==> src/rtl/bsu_pkg.sv <==
// ----------------------------------------------------------------------------
// Bucket sort package
// Shared constants, the sequencer state type and the cell control struct.
// ----------------------------------------------------------------------------
package bsu_pkg;

    localparam int CAPACITY_DEF   = 64;
    localparam int VALUE_BITS_DEF = 16;
    localparam int SAMPLE_W       = 16;

    typedef enum logic
    {
        ST_LOAD,
        ST_DRAIN
    } bsu_state_t;

    // Operation applied to every cell of the chain in the same cycle.
    typedef struct packed
    {
        logic load;
        logic shift;
    } bsu_ctl_t;

endpackage

==> src/rtl/bucket_sort_unit_interval.sv <==
// ----------------------------------------------------------------------------
// Bucket sort of unit-interval fractions
// Usage:
//   The slave channel takes a batch of 0.16 fixed-point fractions, one per
//   transaction, with s_tlast on the final one. Each value is inserted into
//   a row of CAPACITY sorting cells in the cycle it arrives, so the load
//   runs at one transaction per cycle. Bucket order equals value order, so
//   the row holds the batch in ascending order at all times.
//   Values past CAPACITY are dropped and flagged in m_tuser for the batch.
//   After the s_tlast transaction the row drains from cell zero on the
//   master channel: the first result is valid in the next cycle and then
//   one result per cycle while m_tready is high, m_tlast on the last.
//   The row shifts one cell per accepted result; the slave channel is
//   held off (s_tready low) until the last result leaves.
//   If the receiver stalls, the row holds and the head value stays stable.
//   Reset empties the row and leaves the block ready for a new batch.
// ----------------------------------------------------------------------------
module bucket_sort_unit_interval
    import bsu_pkg::*;
#(
    parameter int CAPACITY   = CAPACITY_DEF,
    parameter int VALUE_BITS = VALUE_BITS_DEF
)
(
    input  logic                clk,
    input  logic                rst_n,
    input  logic                s_tvalid,
    output logic                s_tready,
    input  logic [SAMPLE_W-1:0] s_tdata,   // [15:0] sample_value
    input  logic                s_tlast,   // batch_end
    output logic                m_tvalid,
    input  logic                m_tready,
    output logic [SAMPLE_W-1:0] m_tdata,   // [15:0] sorted_value
    output logic                m_tlast,   // final_result
    output logic [0:0]          m_tuser    // [0] capacity_exceeded
);

    localparam int STORE_W = (VALUE_BITS < SAMPLE_W) ? VALUE_BITS : SAMPLE_W;

    bsu_state_t   state_reg;
    bsu_state_t   state_next;
    logic         dropped_reg;
    logic         dropped_next;
    bsu_ctl_t     ctl;

    logic [STORE_W-1:0] new_value;
    logic [STORE_W-1:0] cell_value  [CAPACITY];
    logic               cell_valid  [CAPACITY];
    logic               cell_before [CAPACITY];

    assign new_value = s_tdata[STORE_W-1:0];

    for (genvar i = 0; i < CAPACITY; i++)
    begin : g_cell
        logic [STORE_W-1:0] prev_value;
        logic               prev_valid;
        logic               prev_before;
        logic [STORE_W-1:0] next_value;
        logic               next_valid;

        if (i == 0)
        begin : g_head
            assign prev_value  = '0;
            assign prev_valid  = 1'b0;
            assign prev_before = 1'b0;
        end
        else
        begin : g_body
            assign prev_value  = cell_value[i-1];
            assign prev_valid  = cell_valid[i-1];
            assign prev_before = cell_before[i-1];
        end

        if (i == CAPACITY - 1)
        begin : g_tail
            assign next_value = '0;
            assign next_valid = 1'b0;
        end
        else
        begin : g_inner
            assign next_value = cell_value[i+1];
            assign next_valid = cell_valid[i+1];
        end

        bsu_cell #(
            .W (STORE_W)
        ) u_cell (
            .clk         (clk),
            .rst_n       (rst_n),
            .ctl         (ctl),
            .new_value   (new_value),
            .prev_value  (prev_value),
            .prev_valid  (prev_valid),
            .prev_before (prev_before),
            .next_value  (next_value),
            .next_valid  (next_valid),
            .value       (cell_value[i]),
            .valid       (cell_valid[i]),
            .ahead       (cell_before[i])
        );
    end

    always_ff @(posedge clk or negedge rst_n)
    begin
        if (!rst_n)
        begin
            state_reg   <= ST_LOAD;
            dropped_reg <= 1'b0;
        end
        else
        begin
            state_reg   <= state_next;
            dropped_reg <= dropped_next;
        end
    end

    always_comb
    begin
        state_next   = state_reg;
        dropped_next = dropped_reg;
        ctl          = '0;
        s_tready     = 1'b0;
        m_tvalid     = 1'b0;
        case (state_reg)
            ST_LOAD:
            begin
                s_tready = 1'b1;
                if (s_tvalid)
                begin
                    // A full row means the last cell is occupied.
                    if (cell_valid[CAPACITY-1])
                    begin
                        dropped_next = 1'b1;
                    end
                    else
                    begin
                        ctl.load = 1'b1;
                    end
                    if (s_tlast)
                    begin
                        state_next = ST_DRAIN;
                    end
                end
            end
            ST_DRAIN:
            begin
                m_tvalid = cell_valid[0];
                if (cell_valid[0] && m_tready)
                begin
                    ctl.shift = 1'b1;
                    if (m_tlast)
                    begin
                        state_next   = ST_LOAD;
                        dropped_next = 1'b0;
                    end
                end
            end
            default:
            begin
                state_next = ST_LOAD;
            end
        endcase
    end

    assign m_tdata    = SAMPLE_W'(cell_value[0]);
    assign m_tlast    = !cell_valid[1];
    assign m_tuser[0] = dropped_reg;

endmodule

==> src/rtl/bsu_cell.sv <==
// ----------------------------------------------------------------------------
// Bucket sort cell
// One slot of the sorted chain. On a load it either keeps its value, takes
// the new value, or takes its lower neighbor's value; on a shift it takes
// its upper neighbor's value so the chain drains from cell zero.
// ----------------------------------------------------------------------------
module bsu_cell
    import bsu_pkg::*;
#(
    parameter int W = VALUE_BITS_DEF
)
(
    input  logic         clk,
    input  logic         rst_n,
    input  bsu_ctl_t     ctl,
    input  logic [W-1:0] new_value,
    input  logic [W-1:0] prev_value,
    input  logic         prev_valid,
    input  logic         prev_before,
    input  logic [W-1:0] next_value,
    input  logic         next_valid,
    output logic [W-1:0] value,
    output logic         valid,
    output logic         ahead
);

    logic [W-1:0] value_reg;
    logic [W-1:0] value_next;
    logic         valid_reg;
    logic         valid_next;

    // The new value belongs in front of this cell's value (or in this empty slot).
    assign ahead = !valid_reg || (new_value < value_reg);

    always_comb
    begin
        value_next = value_reg;
        valid_next = valid_reg;
        if (ctl.load && ahead)
        begin
            if (prev_before)
            begin
                value_next = prev_value;
                valid_next = prev_valid;
            end
            else
            begin
                value_next = new_value;
                valid_next = 1'b1;
            end
        end
        else if (ctl.shift)
        begin
            value_next = next_value;
            valid_next = next_valid;
        end
    end

    always_ff @(posedge clk or negedge rst_n)
    begin
        if (!rst_n)
        begin
            valid_reg <= 1'b0;
        end
        else
        begin
            valid_reg <= valid_next;
        end
    end

    always_ff @(posedge clk)
    begin
        value_reg <= value_next;
    end

    assign value = value_reg;
    assign valid = valid_reg;

endmodule

==> config.mk <==
export PLATFORM = sky130hd
export DESIGN_NAME = bucket_sort_unit_interval
export DESIGN_NICKNAME = d
export VERILOG_FILES = /design/src/rtl/bsu_pkg.sv /design/src/rtl/bucket_sort_unit_interval.sv /design/src/rtl/bsu_cell.sv
export SDC_FILE = /design/constraint.sdc
export NUM_CORES = 2
export LEC_CHECK = 0
export ABC_AREA = 1
export ABC_CLOCK_PERIOD_IN_PS = 3400
export BUFFER_PORTS_ARGS = -buffer_cell sky130_fd_sc_hd__buf_4
export CORE_UTILIZATION = 48
export DETAILED_ROUTE_END_ITERATION = 16
export GPL_TIMING_DRIVEN = 1
export PLACE_DENSITY = 0.69
export RECOVER_POWER = 50
export SLEW_MARGIN = 15
export SYNTH_ARGS = -nofsm -noshare
export SYNTH_HDL_FRONTEND = slang
export SYNTH_SLANG_ARGS = --single-unit
==> constraint.sdc <==
create_clock -name clk -period 3.4 [get_ports clk]
set_input_delay 0.34 -clock clk [delete_from_list [all_inputs] [get_ports clk]]
set_output_delay 0.34 -clock clk [all_outputs]
set_load 0.01 [all_outputs]
==> flow_summary.ini <==
[run_status]
status = finished, violations left
violations = max-capacitance violations, max-slew violations

[setup_path]
critPathMaxFanout = 41
cp.required_ps = 3810
worstPathArrival_ps = 3420
endpoint_kind = register
critical_path_class = reg -> reg
startpoint_type = register

[logic_synthesis]
synth_fp_nets = 12700
post_synth_and_or_nand_nor_area_fraction = 0.345
synth_area_um2 = 84400
syn_area_per_cell_um2 = 7.20
ys_seq_elements = 1090
synthArstFlopShare = 0.0606
muxShareOfSynthArea = 0
netlist_instances = 11700
synth_compound_area_frac = 0.0415
synth-edff-count = 1024
synth_top_family_by_area = simple AND/OR/NAND/NOR gates
ys_types = 26
synth_xor_area_frac = 0
synthAdderAreaFrac = 0.140
yosysWarnings = 0
seq_area_frac_synth = 0.384
ys.flop_type = edfxtp_1

[cells_and_area]
final_cell_mix = nand2_1 (5,546), inv_1 (1,260), nand3_1 (1,216), edfxtp_1 (1,024), ha_1 (945)
largest_reg_flops = 1024
syn2layout_area_growth_pct = 10.2
final_common_cell = nand2_1
final_area_um2 = 92900
n_fill_cell = 16700
seqCellArea_um2 = 32400
multiInputGateArea_um2 = 44400
nets = 12700
drive_gt1_frac = 0.0579

[detailed_routing]
finalWirelength_mm = 275
drtAntennaViolNets = 0
drt-pass1-iter-count = 8
vias = 79100
drc = 0
via_per_inst = 5.56
drt_iter0_drc = 8098
routedWlPerCell_um = 19.3

[grt]
grt_usage = 0.302
antenna_found_initial = 4
grt_pass1_vias = 76600
grt_start_max_net_pins = 69
grt_pass1_wl_mm = 427
overflow = 0

[power_and_ir_drop]
p_switching_w = 0.00737
power.internal_w = 0.0241
swShare = 0.234
cellPowerDensity_nw_per_um2 = 338
peakVddDrop_mv = 0.319
power_w = 0.0314
seq_power_share = 0.460
p_comb_frac = 0.056
cellLeakagePower_nw = 49.9
p_clk_frac = 0.484

[cts]
clock_latency_ps = 810
clkTransAtPathRegs_ps = 60
cts_buffers = 136
cts_tree = done
clock-sinks = 1090
clock_path_buffers = 3
cts_root_buffer = clkbuf_16
h-tree-depth = 4

[place]
port_buffers = 40
gp_routability_congestion = 0.943
hpwl_mm = 199
post_dp_cell_area_um2 = 88600

[floorplanning]
core_area_um2 = 174000
die_w_um = 421
die_area_um2 = 177000
die_h_um = 421
io_pins = 41
start_util = 0.484
num_rows = 153

[flow_run]
cap_violations = 1

[timing]
fin_tns_setup_ps = 0
min_period_over_period = 0.884
drv_slew = 67
skew_ps = 33.1
fmax_mhz = 333
slew_headroom = -1.02
worstMarginPinSlew_ps = 3030
hold_viol = 0
finalSetupViolations = 0
min_period_ps = 3010
rsz0062_at_grt = false

[min_path]
worstHoldPathType = in -> reg
synthesized netlist by cell type, types with 36 or more instances:
cell type,instances,area share
clkbuf_1,208,0.0093
inv_1,1230,0.055
nand2_2,101,0.0075
nor2_1,220,0.0098
o21ai_0,206,0.012
a21oi_1,402,0.024
nand4_1,65,0.0048
buf_4,74,0.0066
dfrtp_1,66,0.020
buf_2,175,0.010
ha_1,945,0.14
edfxtp_1,1024,0.36
nand3_1,1216,0.072
nand2_1,5525,0.25
inv_2,73,0.0032
nor3_1,36,0.0021
cell families after synthesis:
group	after synthesis
simple gates	7198
buf+inv	1813
fa+ha+maj	945
flops	1090
compound gates	675
path summary, 6_finish.rpt:
kind                                             start  cells past startpoint  slack, ps                           to
max reg2reg                                  state_reg                      7        390  g_cell[46].u_cell.value[14]
max                                          state_reg                      7        390  g_cell[46].u_cell.value[14]
min in group asynchronous                        rst_n                      3       1150      g_cell[56].u_cell.valid
min reg2reg                g_cell[63].u_cell.value[11]                      2        520  g_cell[62].u_cell.value[11]
max in group asynchronous                        rst_n                      3        450      g_cell[15].u_cell.valid
min                                        s_tdata[12]                      5         80  g_cell[28].u_cell.value[12]
final cells by class:
| class | count | share of cell area |
|---|---|---|
| Clock buffer | 193 | 0.0415 |
| Clock inverter | 57 | 0.00789 |
| Multi-Input combinational cell | 8818 | 0.478 |
| Antenna cell | 3 | 0.0000808 |
| Sequential cell | 1090 | 0.349 |
| Timing Repair Buffer | 414 | 0.0394 |
| Tap cell | 2325 | 0.0313 |
| Inverter | 1317 | 0.0533 |
metal layers:
metal,vias up,part of all wire,global-route usage
met3,739,0.082,0.0442
met2,3460,0.46,0.499
met4,2,0.042,0.121
li1,37900,-,-
met5,-,0.000047,0
met1,37000,0.41,0.395
power groups by stage:
stage                     clock network [W]  registers, W  logic, W
after global routing                 0.0159        0.0145   0.00189
after detailed placement                  0        0.0147   0.00172
final                                0.0152        0.0145   0.00177
after CTS                            0.0154        0.0145   0.00173
after floorplan                           0        0.0147  0.000717
after global placement                    0        0.0147   0.00165
repair_timing:
item                      4_1_cts  5_1_grt
hold endpoints to repair       69        0
hold buffers                    5        0
gates resized for setup         0        0
setup buffers                   0        0
critical path: stages, from the launching register on:
cell        delay (ps)
dfrtp_1            390
inv_1              240
nand3_1            300
clkinvlp_2         320
buf_12             330
nand2_1            150
nand2_1             80
clkbuf_1           740
per-stage QoR:
step                      utilization  setup slack (ps)  instances  hold slack (ps)
after floorplan                     -               963      11700             44.4
after global placement          0.509               357      14000              457
after detailed placement        0.509               342      14000              454
after CTS                       0.535               743      14200             31.0
after global routing            0.533               288      14200              103
final                           0.533               394      14200             80.4
Note: power is estimated with default switching activity, not from simulation.
